--- config.mk ---
export PLATFORM = sky130hd
export DESIGN_NAME = mvsm_ram
export DESIGN_NICKNAME = d
export VERILOG_FILES = /design/src/mvsm_ram.sv
export SDC_FILE = /design/constraint.sdc
export NUM_CORES = 2
export LEC_CHECK = 0
export BUFFER_PORTS_ARGS = -buffer_cell sky130_fd_sc_hd__buf_2
export CAP_MARGIN = 20
export CELL_PAD_IN_SITES_DETAIL_PLACEMENT = 0
export CELL_PAD_IN_SITES_GLOBAL_PLACEMENT = 2
export CORE_ASPECT_RATIO = 0.7
export CORE_UTILIZATION = 53
export CTS_BUF_LIST = sky130_fd_sc_hd__clkbuf_8
export CTS_CLUSTER_DIAMETER = 40
export DETAILED_ROUTE_END_ITERATION = 8
export GPL_TIMING_DRIVEN = 0
export HOLD_SLACK_MARGIN = 0.08
export PLACE_DENSITY = 0.89
export SLEW_MARGIN = 15
export SYNTH_ARGS = -nofsm -noshare
export SYNTH_HDL_FRONTEND = slang
export SYNTH_SLANG_ARGS = --single-unit
--- constraint.sdc ---
create_clock -name clk -period 3.2 [get_ports clk]
set_clock_uncertainty 0.15 [all_clocks]
set_input_delay 0.64 -clock clk [delete_from_list [all_inputs] [get_ports clk]]
set_output_delay 0.64 -clock clk [all_outputs]
set_load 0.01 [all_outputs]
--- src/mvsm_ram.sv ---
module mvsm_ram #(
  parameter int WIDTH = 8,
  parameter int DEPTH = 256
) (
  input  logic                     clk,
  input  logic                     we,
  input  logic [$clog2(DEPTH)-1:0] waddr,
  input  logic [WIDTH-1:0]         wdata,
  input  logic                     re,
  input  logic [$clog2(DEPTH)-1:0] raddr,
  output logic [WIDTH-1:0]         rdata
);

  logic [WIDTH-1:0] mem [DEPTH];
  logic [WIDTH-1:0] rdata_r;

  always_ff @(posedge clk) begin
    if (we) begin
      mem[waddr] <= wdata;
    end
    if (re) begin
      rdata_r <= mem[raddr];
    end
  end

  assign rdata = rdata_r;

endmodule

* Yosys cells after proc, flatten, opt, wreduce, memory -nomap -nowiden
Memories as Yosys holds them, arrays and structs flattened. A register that Yosys moved wholly into a read port is not among the register bits.
Cells that the tools add are included.
W data, S select, Z words.
** Storage, ports and cells
- Register bits :: 0
- RAM bits :: 2048
- Bits of input ports :: 27
- Output and inout bits :: 8
- Logic and storage cells :: 3
- Memories kept :: 1
** Memory list
- mem :: words 256, width 8, rd ports 1, clocked after memory_dff 1, wr ports 1, RTL line 14 : logic [WIDTH-1:0] mem [DEPTH];
** Cells by class
- Mux-type cells :: 2
** Operators by type and width (number)
- $mux W1 :: 2

* Longest topological paths before layout
- Word-level depth :: 2
- Depth in mapped cells :: 11
- Depth with buffers taken out :: 6

* Worst setup path before layout
Ideal clock, no wire load.
- Kind :: input to register
- Start :: in raddr[0]
- End :: reg rdata_r[2], in the netlist rdata[2], read port of mem, data pin
- Setup time :: 0.269 ns
- Data arrival time :: 2.447 ns
- Data required time :: 2.781 ns
- Path slack :: 0.334 ns
- Stages :: 9
- Buffers on the path :: 4
- Path through :: buf_6 buf_12 buf_8 buf_2 mux4_2 a22oi_1 a21oi_1 nor4_1 nor4_2
** RTL lines
- start, declared :: RTL line 10 : input logic [$clog2(DEPTH)-1:0] raddr,
- end, declared :: RTL line 15 : logic [WIDTH-1:0] rdata_r;

* Final worst setup path
- Start :: in waddr[1]
- End :: mem mem[232][0], enable pin
** RTL lines
- start, declared :: RTL line 7 : input logic [$clog2(DEPTH)-1:0] waddr,
- end, declared :: RTL line 14
No word-level cell before the write port.

==> out/metrics.yaml <==
setup_path:
  setup.worst_path.class: "input port to flop"
  critPathLaunch: "waddr[1]"
  cp_max_fo: 10
  worstPathArrival_ns: 3.79
  crit_path_end_kind: "flop"
  cp-start-kind: "input port"
  cp.required_ns: 3.68
  crit-reg2reg-launch: "mem[82][5]"
detailed_routing:
  drc_errors: 0
  wl_per_cell_microns: 38.3
  drtIter0Drc: 7751
  wirelength_mm: 241
  first_pass_iters: 8
  vias: 43383
  routed_via_density: 6.88
  antenna_left: 0
placed_design:
  io_buffers: 27
  dp_cells: 5760
  hpwl_mm: 163
  gp_congestion: 0.987
worst_hold_path:
  hp-class: "input port to flop"
  hold_start: "re"
pwr:
  power_density_nw_per_um2: 591
  ir_drop_v: 0.000532
  leakagePower_uw: 0.0278
floorplanning:
  die_x_microns: 465
  die_height_microns: 326
  die-area_sq_um: 152000
  core_sq_um: 149000
  io_pins: 35
  fp-row-count: 118
  start_util_pct: 53.6
clock_network:
  cts_max_path_buffers: 4
  cts_tree: "done"
  cts-root-buf: "clkbuf_8"
  insertion_delay_ns: 1.06
  clkSlewWorstSetupHoldPaths_ns: 0.06
  cts.sinks: 2056
  h-tree-depth: 5
  cts_buffers: 306
grt:
  grt_pass1_vias: 41242
  antenna_found_initial: 19
  grt_pass1_wl_mm: 328
  grtUsageTotal_pct: 31.9
  overflow: 0
  grt_max_degree: 133
timing:
  setup_slack_ns: -0.111
  tightest_slew_ns: 1.16
  drv_slew: 0
  hold_viol: 0
  fin_setup_tns_ns: -4.77
  fmax_ghz: 0.302
  setup_violations: 129
  holdWs_ns: 0.355
  period_share_pct: 103
  finalCriticalPeriod_ns: 3.31
  relSlewSlack_pct: 22.1
  rsz0062_at_grt: "yes"
logic_synthesis:
  yosysMostFrequentCell: "edfxtp_1"
  synthFlopType: "edfxtp_1"
  synth.distinct_cells: 54
  synth_edf_count: 2056
  synth_common_cells: "edfxtp_1, mux4_2, nor2_1"
  synthArstFlopShare_pct: 0
  synthTopCellsByArea: "edfxtp_1, mux4_2, mux2i_1"
  syn-instance-count: 3733
  avgSynthCellArea_sq_um: 21.3
  syn_area_sq_um: 79600
  synth_fp_nets: 3760
  netlist.area_leader.share_pct: 77.5
  yosysTopAreaCell: "edfxtp_1"
  yosys_warnings: 0
  yosys_register_bits: 2056
  ys_seq_area_share_pct: 77.5
finish:
  drive_gt1_share_pct: 26.9
  fill_cells: 10450
  fin_nets: 4125
  syn_to_final_growth_pct: 11.9
  fin_cells: 6302
outcome:
  status: "finished with violations"
  violations: "setup timing"
flow_run:
  cap_violations: 0
cells in the final DEF (no fill, tap or decap), types with 29 or more instances in the layout:
master	count
edfxtp_1	2056
a22oi_1	122
nor2_1	258
nand2_1	33
nand3_1	32
mux4_2	454
clkbuf_8	312
nor2b_1	29
mux2i_1	134
clkinv_2	37
inv_1	82
a21oi_1	85
clkbuf_1	40
o221ai_1	41
buf_2	50
buf_4	44
clkinv_1	79
clkbuf_2	51
where the power goes:
part           total, uW  switching (uW)  internal [uW]
Sequential         29700            16.3          29700
Combinational       3420            2380           1040
Clock              19500           10100           9450
layer usage:
metal	vias to the layer above	track usage [%]	share of wire [%]
li1	16498	-	-
met1	22501	45.7	37
met2	3835	41.8	41
met3	529	16.1	18
met4	20	11.7	3.7
met5	-	0.124	0.13
worst paths after layout:
check	end	slack, ns	cells after the start
setup reg to reg	rdata[5]	0.07	6
setup / recovery	mem[232][0]	-0.11	5
hold / removal	rdata[7]	0.36	2
hold reg to reg	rdata[5]	1.12	6
logic make-up (layout without fill, tap and decap cells):
| kind of cell | Yosys count | in the layout | synth area share (%) |
|---|---|---|---|
| other cells | 0 | 10 | 0 |
| compound gates | 385 | 385 | 3.42 |
| buf+inv | 235 | 814 | 1.83 |
| mux | 591 | 591 | 14.6 |
| flops | 2056 | 2056 | 77.5 |
| simple gates | 466 | 466 | 2.63 |
flip-flops by register name, summed over array words and instances (netlist names):
signal  count
mem      2048
rdata       8
per-stage QoR:
step	instance area [sq um]	power, uW	setup WS, ns	utilization [%]
6_report	89100	52600	-0.111	60.0
4_1_cts	88800	52400	0.00232	59.8
5_1_grt	89100	53700	-0.0380	60.0
2_1_floorplan	79600	31700	0.334	-
3_3_place_gp	82200	33400	-2.86	55.4
3_5_place_dp	82800	33400	-2.37	55.8
final cells by class:
type	count	area, sq um	share of cell area, %
timing repair buffer	61	795	0.892
multi-input combinational	1442	17100	19.2
inverter	2	11.3	0.0126
antenna	10	25.0	0.0281
clock buffer	312	4290	4.82
buffer	229	1650	1.85
sequential	2056	61700	69.3
tap	1980	2480	2.78
clock inverter	210	1000	1.12
critical path: stages:
cell and delay [ns]:
clkbuf_1 0.30, nor2_1 0.78, nand3_1 0.43, clkbuf_2 0.61, nor2_1 1.01
what timing repair did:
item	in CTS	in global routing
resized for setup	159	74
cloned	0	0
pin swaps	2	5
endpoints found under the setup margin	8	126
hold endpoints to repair	484	0
hold buffers	9	0
buffers inserted	3	0
No activity file was read; power rests on OpenSTA's default activity.
