==> src/mvsm_pkg.sv <==
package mvsm_pkg;

  localparam int VOICES       = 7;
  localparam int REGION_BYTES = 16384;
  localparam int REPEAT_SHIFT = 3;

  localparam int STORE_BYTES = VOICES * REGION_BYTES;
  localparam int ADDR_W      = $clog2(STORE_BYTES);

  localparam int KIND_W  = 2;
  localparam int VOICE_W = 3;
  localparam int OFS_W   = 14;
  localparam int DATA_W  = 15;
  localparam int BYTE_W  = 8;
  localparam int LEVEL_W = 8;
  localparam int ACNT_W  = 3;

  localparam int VIDX_W = (VOICES > 1) ? $clog2(VOICES) : 1;
  localparam int LEN_W  = $clog2(REGION_BYTES + 1);
  localparam int POS_W  = $clog2(REGION_BYTES) + REPEAT_SHIFT;
  localparam int LIM_W  = LEN_W + REPEAT_SHIFT;
  localparam int SUM_W  = $clog2(VOICES * 255 + 1);
  localparam int CNT_W  = $clog2(VOICES + 1);
  localparam int REM_W  = CNT_W + 1;
  localparam int ITER_W = $clog2(SUM_W + 1);

  localparam logic [KIND_W-1:0] KIND_TICK   = 2'd0;
  localparam logic [KIND_W-1:0] KIND_START  = 2'd1;
  localparam logic [KIND_W-1:0] KIND_SAMPLE = 2'd2;
  localparam logic [KIND_W-1:0] KIND_LENGTH = 2'd3;

  typedef struct packed {
    logic busy;
    logic done;
  } div_stat_t;

endpackage

==> src/mvsm_div.sv <==
module mvsm_div (
  input  logic                          clk,
  input  logic                          rst_n,
  input  logic                          start,
  input  logic [mvsm_pkg::SUM_W-1:0]    dividend,
  input  logic [mvsm_pkg::CNT_W-1:0]    divisor,
  output logic [mvsm_pkg::LEVEL_W-1:0]  quotient,
  output mvsm_pkg::div_stat_t           stat
);

  logic [mvsm_pkg::REM_W-1:0]  rem_r, rem_nxt;
  logic [mvsm_pkg::SUM_W-1:0]  quo_r, quo_nxt;
  logic [mvsm_pkg::CNT_W-1:0]  dvs_r, dvs_nxt;
  logic [mvsm_pkg::ITER_W-1:0] iter_r, iter_nxt;
  logic                        busy_r, busy_nxt;
  logic                        done_r, done_nxt;
  logic [mvsm_pkg::REM_W-1:0]  shifted;
  logic                        ge;

  always_comb begin
    shifted  = {rem_r[mvsm_pkg::REM_W-2:0], quo_r[mvsm_pkg::SUM_W-1]};
    ge       = shifted >= {1'b0, dvs_r};
    rem_nxt  = rem_r;
    quo_nxt  = quo_r;
    dvs_nxt  = dvs_r;
    iter_nxt = iter_r;
    busy_nxt = busy_r;
    done_nxt = 1'b0;
    if (start) begin
      rem_nxt  = '0;
      quo_nxt  = dividend;
      dvs_nxt  = divisor;
      iter_nxt = mvsm_pkg::ITER_W'(mvsm_pkg::SUM_W);
      busy_nxt = 1'b1;
    end else if (busy_r) begin
      rem_nxt  = ge ? (shifted - {1'b0, dvs_r}) : shifted;
      quo_nxt  = {quo_r[mvsm_pkg::SUM_W-2:0], ge};
      iter_nxt = iter_r - mvsm_pkg::ITER_W'(1);
      if (iter_r == mvsm_pkg::ITER_W'(1)) begin
        busy_nxt = 1'b0;
        done_nxt = 1'b1;
      end
    end
  end

  always_ff @(posedge clk) begin
    if (!rst_n) begin
      busy_r <= 1'b0;
      done_r <= 1'b0;
      iter_r <= '0;
    end else begin
      busy_r <= busy_nxt;
      done_r <= done_nxt;
      iter_r <= iter_nxt;
    end
    rem_r <= rem_nxt;
    quo_r <= quo_nxt;
    dvs_r <= dvs_nxt;
  end

  assign quotient  = quo_r[mvsm_pkg::LEVEL_W-1:0];
  assign stat.busy = busy_r;
  assign stat.done = done_r;

endmodule

==> config.mk <==
export PLATFORM = sky130hd
export DESIGN_NAME = mvsm_div
export DESIGN_NICKNAME = d
export VERILOG_FILES = /design/src/mvsm_pkg.sv /design/src/mvsm_div.sv
export SDC_FILE = /design/constraint.sdc
export NUM_CORES = 1
export LEC_CHECK = 0
export ABC_CLOCK_PERIOD_IN_PS = 5000
export BUFFER_PORTS_ARGS = -buffer_cell sky130_fd_sc_hd__buf_2
export CORE_ASPECT_RATIO = 0.6
export CORE_MARGIN = 2
export CORE_UTILIZATION = 30
export DETAILED_ROUTE_END_ITERATION = 7
export PLACE_DENSITY = 0.55
export REMOVE_ABC_BUFFERS = 1
export SYNTH_ARGS = -nofsm -noshare
export SYNTH_HDL_FRONTEND = slang
export SYNTH_SLANG_ARGS = --single-unit
==> constraint.sdc <==
create_clock -name clk -period 5 [get_ports clk]
set_input_delay 1 -clock clk [delete_from_list [all_inputs] [get_ports clk]]
set_output_delay 1 -clock clk [all_outputs]
set_load 0.1 [all_outputs]
# Word-level counts from Yosys, hierarchy flattened
# Index checks and enable logic that the tools add are counted.
# W data, S select, Z words.
totals:
  word_cells: 25
  latchBits: 0
  romBits: 0
  ram_bits: 0
  regBits: 23
  out_inout_bits: 10
  n_memories: 0
  in_bits: 17
op_classes:
  n_addsub: 2
  shift: 0
  n_bitwise: 2
  order_cmp: 1
  n_eq_ne: 1
  multipliers: 0
  n_reduce_logical: 3
  muxes: 9
  div: 0
ops:
  columns: ["op", "n"]
  rows:
  - ["$mux W11", 2]
  - ["$mux W4", 2]
  - ["$eq A4 B1 Y1 const B", 1]
  - ["$ge A4 B3 Y1", 1]
  - ["$mux W1", 4]
  - ["$sub A4 B1 Y4 const B", 1]
  - ["$mux W3", 1]
  - ["$reduce_or A3 Y1", 1]
  - ["$sub A3 B3 Y3", 1]
  - ["$not A1 Y1", 2]
  - ["$reduce_bool A2 Y1", 1]
  - ["$reduce_or A2 Y1", 1]

# Depth between registers and ports, before layout
# Gate-level depths: netlist of the first run.
depth:
  ltp_word: 4
  ltp_mapped: 6
  ltp_nobuf: 6

# Worst setup path before layout of the first run
# Ideal clock, no wire load.
synth_path:
  path_kind: "input to register"
  startpoint: "input start"
  endpoint: "register quo_r[0] (netlist name) (enable)"
  stages: 3
  t_arrival_ps: 1614
  required_time_ps: 4661
  n_path_buf: 1
  setup_time_ps: 339
  path_slack_ps: 3047
  cell_sequence: "clkbuf_1 > nor2_1 > inv_1"
synth_between:
  elab_chain_len: 1
synth_rtl:
  columns: ["item", "line_no", "rtl"]
  rows:
  - ["start: declaration", "mvsm_div.sv:4", "input logic start,"]
  - ["$reduce_bool A2 Y1 (no line)", null, null]
  - ["end signal: assignment", "mvsm_div.sv:57", "quo_r <= quo_nxt;"]
  - ["end: declaration", "mvsm_div.sv:12", "logic [mvsm_pkg::SUM_W-1:0] quo_r, quo_nxt;"]
# Every way passes these cells.
# A chain may end at the register's enable or synchronous reset.

# Worst setup path in the final report of the first run
layout_path:
  startpoint: "register busy_r"
  endpoint: "output stat[1] (netlist name)"
layout_lines:
  columns: ["item", "line_no", "rtl"]
  rows:
  - ["start: declaration", "mvsm_div.sv:15", "logic busy_r, busy_nxt;"]
  - ["start signal: assignment", "mvsm_div.sv:52", "busy_r <= busy_nxt;"]
  - ["end: declaration", "mvsm_div.sv:8", "output mvsm_pkg::div_stat_t stat"]
# No word-level cell between the ends.

==> flow_summary_export.csv, run 1 <==
group,metric,value,unit
cells_and_area,num_antenna_cells,0,
cts,clk_pin_slew_worst_paths,0.09,ns
hold_path,hold_path_class,"reg -> reg",
worst_setup_path,critical_path_class,"reg -> out",
cts,cts_buffers,3,
cells_and_area,final_cell_mix,"buf_2 (26), edfxtp_1 (14), mux2_2 (11), dfxtp_1 (9), inv_1 (8)",
place,gp_congestion,0.8115,
cts,cts_post_setup_buffers_inserted,0,
routing,dr_total_vias,722,
cells_and_area,fin_util,35.67,%
logic_synthesis,synth-seq-cells,23,
worst_setup_path,arrival,1.38,ns
floorplan,die_area,4427,um2
timing,worst_pin_slew,0.4822,ns
logic_synthesis,synth_area,1169,um2
cts,cts_tree,"done",
pwr,p_total,0.0004920,W
floorplan,ioPinCount,27,
cts,cts.repair.resized,0,
floorplan,num_rows,17,
routing,drc,0,
routing,drt_iter0_markers,41,
logic_synthesis,synth.distinct_cells,31,
pwr,p_leak,0.5508,nW
cts,clk_path_buf_depth,2,
logic_synthesis,ys_warn_count,0,
floorplan,die_h,52.35,um
pwr,ir_worst_vdd,0.2611,mV
timing,max_freq,420.1,MHz
worst_setup_path,path_delay_family,"flip-flops",
worst_setup_path,critPathMaxFanout,15,
cells_and_area,finalNetCount,138,
routing,wl_per_cell,11.95,um
routing,final_antenna_net_count,0,
floorplan,initial_core_util,31.58,%
timing,setup_viol,0,
worst_setup_path,cpMaxStageDelayCell,"dfxtp_1",
worst_setup_path,cp.buffers_inverters,1,
timing,min_period,2.380,ns
timing,slew_viol_final,0,
timing,slew_headroom,67.85,%
routing,finalWirelength,1.924,mm
routing,dr.pass1.iters,4,
cells_and_area,syn2layout_area_growth,12.96,%
cells_and_area,drive_gt1_share,37.72,%
global_routing,grtUsageTotal,9.733,%
pwr,powerDensity,372.7,nW/um2
cts,clockRootBuffer,"clkbuf_8",
logic_synthesis,synth_cells,97,
cts,cts_max_level,1,
timing,tns,0,ns
timing,fin_crit_sh,47.60,%
global_routing,grt_overflow_total,0,
global_routing,grt_first_pass_wirelength,3.332,mm
timing,finalHoldViolCount,0,
cts,clk_latency,0.26,ns
global_routing,grt_pass1_vias,747,
timing,timing.hold.ws,0.5080,ns
worst_setup_path,worstPathCellList,"buf_2",
cts,cts_sinks,23,
logic_synthesis,avgSynthCellArea,12.05,um2
timing,skew,0.005356,ns
run_status,status,"complete, no violations",
worst_setup_path,reg2reg_slack,3.20,ns
floorplan,core,3701,um2
global_routing,grt_max_degree,26,
cts,cts_hold_buf,0,
run,drv_cap,0,
logic_synthesis,ys_seq_area_share,51.39,%
worst_setup_path,crit_path_end_kind,"output pin",
cells_and_area,layout_commonest_cell,"buf_2",
global_routing,grt_antenna_before_repair,0,
timing,rsz0062_at_grt,"no",
worst_setup_path,required,4.00,ns
place,post-dp-hpwl,1.409,mm
worst_setup_path,cp-start-kind,"flip-flop",
place,port_buffers,26,
routing,vias_per_cell,4.484,
floorplan,die_w,84.58,um
worst_setup_path,cpPeakStageDelay,0.60,ns
==> registers in the layout, indices dropped and copies added (netlist names) <==
register / cells
done_r: 1
iter_r: 4
rem_r: 3
busy_r: 1
quo_r: 11
dvs_r: 3
==> stage by stage <==
| stage | cell area [um2] | std cells | setup WS (ns) |
|---|---|---|---|
| 3_5_place_dp | 1271 | 157 | 2.742 |
| 5_1_grt | 1320 | 161 | 2.530 |
| 2_1_floorplan | 1082 | 84 | 2.887 |
| 3_3_place_gp | 1271 | 157 | 2.803 |
| 4_1_cts | 1320 | 161 | 2.613 |
| 6_report | 1320 | 161 | 2.620 |
==> path summary, 6_finish.rpt <==
| path | start | end | cells after the start |
|---|---|---|---|
| worst max-delay path | busy_r$_SDFF_PN0_ | stat[1] | 1 |
| worst min-delay path | rem_r[2]$_SDFFE_PP0P_ | rem_r[2]$_SDFFE_PP0P_ | 1 |
| worst max register to register | quo_r[10]$_DFFE_PP_ | quo_r[0]$_DFFE_PP_ | 6 |
| worst min register to register | rem_r[2]$_SDFFE_PP0P_ | rem_r[2]$_SDFFE_PP0P_ | 1 |
==> Yosys cell counts <==
cell / count / area (um2)
clkbuf_1: 2 / 7.510
nand2b_1: 2 / 12.51
or2_4: 1 / 8.760
and3_1: 1 / 6.260
a32o_1: 1 / 10.01
xor2_1: 3 / 26.28
nor4b_1: 2 / 17.52
nand2_1: 2 / 7.510
or4_1: 1 / 7.510
dfxtp_1: 9 / 180.2
or3b_2: 1 / 8.760
o21bai_1: 1 / 7.510
o211ai_1: 1 / 7.510
buf_4: 10 / 75.07
a21oi_1: 1 / 5.000
nand3_1: 1 / 5.000
a21boi_0: 1 / 7.510
inv_1: 8 / 30.03
mux2_2: 11 / 123.9
a311oi_1: 1 / 8.760
fa_1: 1 / 20.02
nor2b_1: 1 / 6.260
o21ai_0: 1 / 5.000
nor2_1: 5 / 18.77
ha_1: 5 / 62.56
o31ai_1: 1 / 7.510
nor3b_1: 2 / 15.01
o311ai_0: 1 / 8.760
o21a_1: 5 / 37.54
buf_1: 1 / 3.750
edfxtp_1: 14 / 420.4
==> kinds of logic (layout without fill, tap and decap cells) <==
kind of cell / after synthesis / after routing / synth area share, %
flops: 23 / 23 / 51.39
simple gates: 19 / 19 / 9.744
buf+inv: 21 / 38 / 9.957
xor+xnor: 3 / 3 / 2.249
compound gates: 14 / 14 / 8.994
mux: 11 / 11 / 10.60
fa+ha+maj: 6 / 6 / 7.066
==> routing by layer <==
layer | part of all wire, % | wire, um | global-route usage (%) | vias up
met4 | 0 | 0 | 1.587 | 0
met2 | 41 | 782 | 14.04 | 22
met5 | 0 | 0 | 0 | -
met3 | 7.3 | 140 | 4.882 | 0
met1 | 52 | 1001 | 13.24 | 334
li1 | - | - | - | 366
==> power by group <==
part,switching [W],internal [W]
clock network,0.0000629,0.0000563
registers,0.0000124,0.000223
logic,0.0000970,0.0000403
==> cell type report <==
cell class                      count  area, um2
Fill cell                         364       2381
Tap cell                           47      58.81
Inverter                            8      30.03
Clock buffer                        3      41.29
Sequential cell                    23      600.6
Multi-Input combinational cell     53      451.7
Timing Repair Buffer               26      130.1
Clock inverter                      1      7.507
No activity file was read; power rests on OpenSTA's default activity.
==> run 2, diff against run 1 <==
--- a/config.mk
+++ b/config.mk
@@ -5,13 +5,14 @@
 export SDC_FILE = /design/constraint.sdc
 export NUM_CORES = 1
 export LEC_CHECK = 0
-export ABC_CLOCK_PERIOD_IN_PS = 5000
+export ABC_AREA = 1
+export ABC_CLOCK_PERIOD_IN_PS = 2000
 export BUFFER_PORTS_ARGS = -buffer_cell sky130_fd_sc_hd__buf_2
 export CORE_ASPECT_RATIO = 0.6
 export CORE_MARGIN = 2
 export CORE_UTILIZATION = 30
 export DETAILED_ROUTE_END_ITERATION = 7
-export PLACE_DENSITY = 0.55
+export PLACE_DENSITY = 0.56
 export REMOVE_ABC_BUFFERS = 1
 export SYNTH_ARGS = -nofsm -noshare
 export SYNTH_HDL_FRONTEND = slang
==> constraint.sdc (replaced) <==
create_clock -name clk -period 2 [get_ports clk]
set_input_delay 0.4 -clock clk [delete_from_list [all_inputs] [get_ports clk]]
set_output_delay 0.4 -clock clk [all_outputs]
set_load 0.1 [all_outputs]
==> flow_summary_export.csv, run 2 <==
group,metric,value,unit
worst_setup_path,worstPathCellList,"inv_1, ha_1, fa_1, inv_1, nand2_1, nand3_1, nand2_1, nand3_1, nand2_1",
timing,slew_headroom,67.36,%
global_routing,grt_pass1_vias,816,
pwr,power_frac_comb,29.6,%
routing,dr.pass1.iters,4,
timing,timing.hold.ws,0.3093,ns
pwr,p_seq_share,47.3,%
worst_setup_path,arrival,1.77,ns
place,port_buffers,26,
routing,dr_total_vias,867,
cells_and_area,final_cell_mix,"nand2_1 (50), buf_2 (26), edfxtp_1 (14), inv_1 (13), dfxtp_1 (9)",
place,gp_congestion,0.7527,
cts,clk_path_buf_depth,2,
cells_and_area,fin_util,35.87,%
cts,cts_hold_buf,0,
global_routing,grt_first_pass_wirelength,3.919,mm
pwr,swShare,36.70,%
logic_synthesis,async_flop_share,0,%
global_routing,grtUsageTotal,11.78,%
worst_setup_path,required,2.17,ns
logic_synthesis,synth-main-ff-cell,"edfxtp_1",
logic_synthesis,ys_seq_area_share,52.00,%
timing,min_period,1.602,ns
logic_synthesis,yosysTopAreaCell,"edfxtp_1",
logic_synthesis,synth_cells,134,
routing,final_antenna_net_count,0,
logic_synthesis,synth_top_cell_area_share,36.40,%
cts,clockRootBuffer,"clkbuf_8",
cells_and_area,n_fill_cell,408,
logic_synthesis,synth-seq-cells,23,
logic_synthesis,synth_edf_count,14,
cells_and_area,syn2layout_area_growth,14.30,%
cells_and_area,regMostFlops,"quo_r",
floorplan,die_w,84.10,um
cts,clk_pin_slew_worst_paths,0.08,ns
timing,finalHoldViolCount,0,
floorplan,initial_core_util,31.38,%
timing,tns,0,ns
place,place_ws,0.4114,ns
global_routing,grt_antenna_before_repair,0,
cts,cts_buffers,3,
routing,vias_per_cell,4.313,
cts,cts_sinks,23,
worst_setup_path,crit_path_end_kind,"flip-flop",
floorplan,die_h,52.06,um
logic_synthesis,synthTopCellsByArea,"edfxtp_1 (36%), nand2_1 (16%), dfxtp_1 (16%), buf_4 (6.5%), ha_1 (5.4%)",
routing,drt_iter0_markers,28,
logic_synthesis,yosys-top-cells-count,"nand2_1 (50), edfxtp_1 (14), inv_1 (13)",
logic_synthesis,avgSynthCellArea,8.618,um2
worst_setup_path,worst_path_most_repeated_cell,"nand2_1",
timing,fin_crit_sh,80.08,%
run,drv_cap,0,
worst_setup_path,cpMaxStageDelayCell,"fa_1",
cells_and_area,finalNetCount,178,
routing,wl_per_cell,11.66,um
cts,cts_tree,"done",
cells_and_area,largest_reg_flops,11,
floorplan,num_rows,17,
cts,cts_post_setup_buffers_inserted,0,
worst_setup_path,cpPeakStageDelay,0.38,ns
timing,slew_viol_final,0,
floorplan,ioPinCount,27,
cts,clk_latency,0.26,ns
cells_and_area,reg_top3,"quo_r: 11 flops, iter_r: 4 flops",
routing,drc,0,
routing,finalWirelength,2.343,mm
pwr,p_leak,0.6636,nW
logic_synthesis,synth.distinct_cells,19,
timing,fin_ws,0.3984,ns
cts,cts.repair.resized,0,
worst_setup_path,reg2reg_depth,9,
worst_setup_path,critPathMaxFanout,5,
hold_path,holdPathStages,1,
worst_setup_path,path_delay_family,"adder cells",
pwr,powerDensity,939.2,nW/um2
pwr,p_sw,0.0004550,W
cells_and_area,multiInputGateArea,409.1,um2
timing,setup_viol,0,
cells_and_area,layout_commonest_cell,"nand2_1",
pwr,p_total,0.001240,W
cells_and_area,drive_gt1_share,24.68,%
timing,skew,0.004739,ns
cts,cts_max_level,1,
pwr,intPower,0.0007847,W
timing,worst_pin_slew,0.4930,ns
pwr,clockPowerShare,23.2,%
run_status,status,"complete, no violations",
timing,max_freq,624.4,MHz
worst_setup_path,cp-start-kind,"flip-flop",
worst_setup_path,cp_num_cells,9,
cells_and_area,seq_area,600.6,um2
logic_synthesis,ys_warn_count,0,
cells_and_area,num_antenna_cells,0,
floorplan,core,3680,um2
logic_synthesis,synth_area,1155,um2
worst_setup_path,cp.buffers_inverters,2,
hold_path,hold_path_class,"in -> reg",
place,post-dp-hpwl,1.832,mm
pwr,ir_worst_vdd,0.4362,mV
timing,rsz0062_at_grt,"no",
worst_setup_path,critical_path_class,"reg -> reg",
logic_synthesis,yosysMostFrequentCell,"nand2_1",
global_routing,grt_max_degree,18,
global_routing,grt_overflow_total,0,
floorplan,die_area,4378,um2
run 2: cell type report:
cell class	instances	share of cell area [%]
Timing Repair Buffer	28	11.00
Multi-Input combinational cell	83	31.00
Clock inverter	1	0.3791
Inverter	16	4.550
Tap cell	47	4.455
Sequential cell	23	45.50
Clock buffer	3	3.128
run 2: power groups by stage:
| stage | Sequential (W) | Combinational, W | Clock, W |
|---|---|---|---|
| global route | 0.000592 | 0.000404 | 0.000322 |
| finish | 0.000586 | 0.000367 | 0.000287 |
| detailed placement | 0.000598 | 0.000366 | 0 |
| global placement | 0.000595 | 0.000361 | 0 |
| CTS | 0.000587 | 0.000369 | 0.000298 |
| floorplan | 0.000746 | 0.000131 | 0 |
run 2: routing by layer:
| metal | routed length, um | global-route usage (%) |
|---|---|---|
| met5 | 0 | 0 |
| met4 | 7 | 3.226 |
| met3 | 137 | 4.286 |
| met2 | 1000 | 16.67 |
| met1 | 1198 | 16.80 |
run 2: logic make-up after synthesis:
kind of cell	count (synthesis)	share of synthesized area (%)
adders and majority gates	6	7.151
DFF	23	52.00
buffers and inverters	28	12.57
and+or+nand+nor	69	24.59
AOI/OAI and AO/OA	8	3.683
run 2: metrics by stage:
| stage | cell area, um2 | cells |
|---|---|---|
| floorplan | 1070 | 122 |
| global placement | 1274 | 197 |
| detailed placement | 1274 | 197 |
| CTS | 1320 | 201 |
| global route | 1320 | 201 |
| finish | 1320 | 201 |
run 2: final timing paths:
kind	from	end	slack [ns]
hold / removal	divisor[2]	dvs_r[2]$_DFFE_PP_	0.31
setup reg to reg	quo_r[10]$_DFFE_PP_	rem_r[1]$_SDFFE_PP0P_	0.40
hold reg to reg	iter_r[3]$_SDFFE_PN0P_	iter_r[3]$_SDFFE_PN0P_	0.47
setup / recovery	quo_r[10]$_DFFE_PP_	rem_r[1]$_SDFFE_PP0P_	0.40
run 2: worst reg2reg max path: stages, from the launching register on:
cell and delay (ns):
edfxtp_1 0.33, inv_1 0.05, ha_1 0.20, fa_1 0.39, inv_1 0.07, nand2_1 0.10, nand3_1 0.18, nand2_1 0.07
nand3_1 0.07, nand2_1 0.05
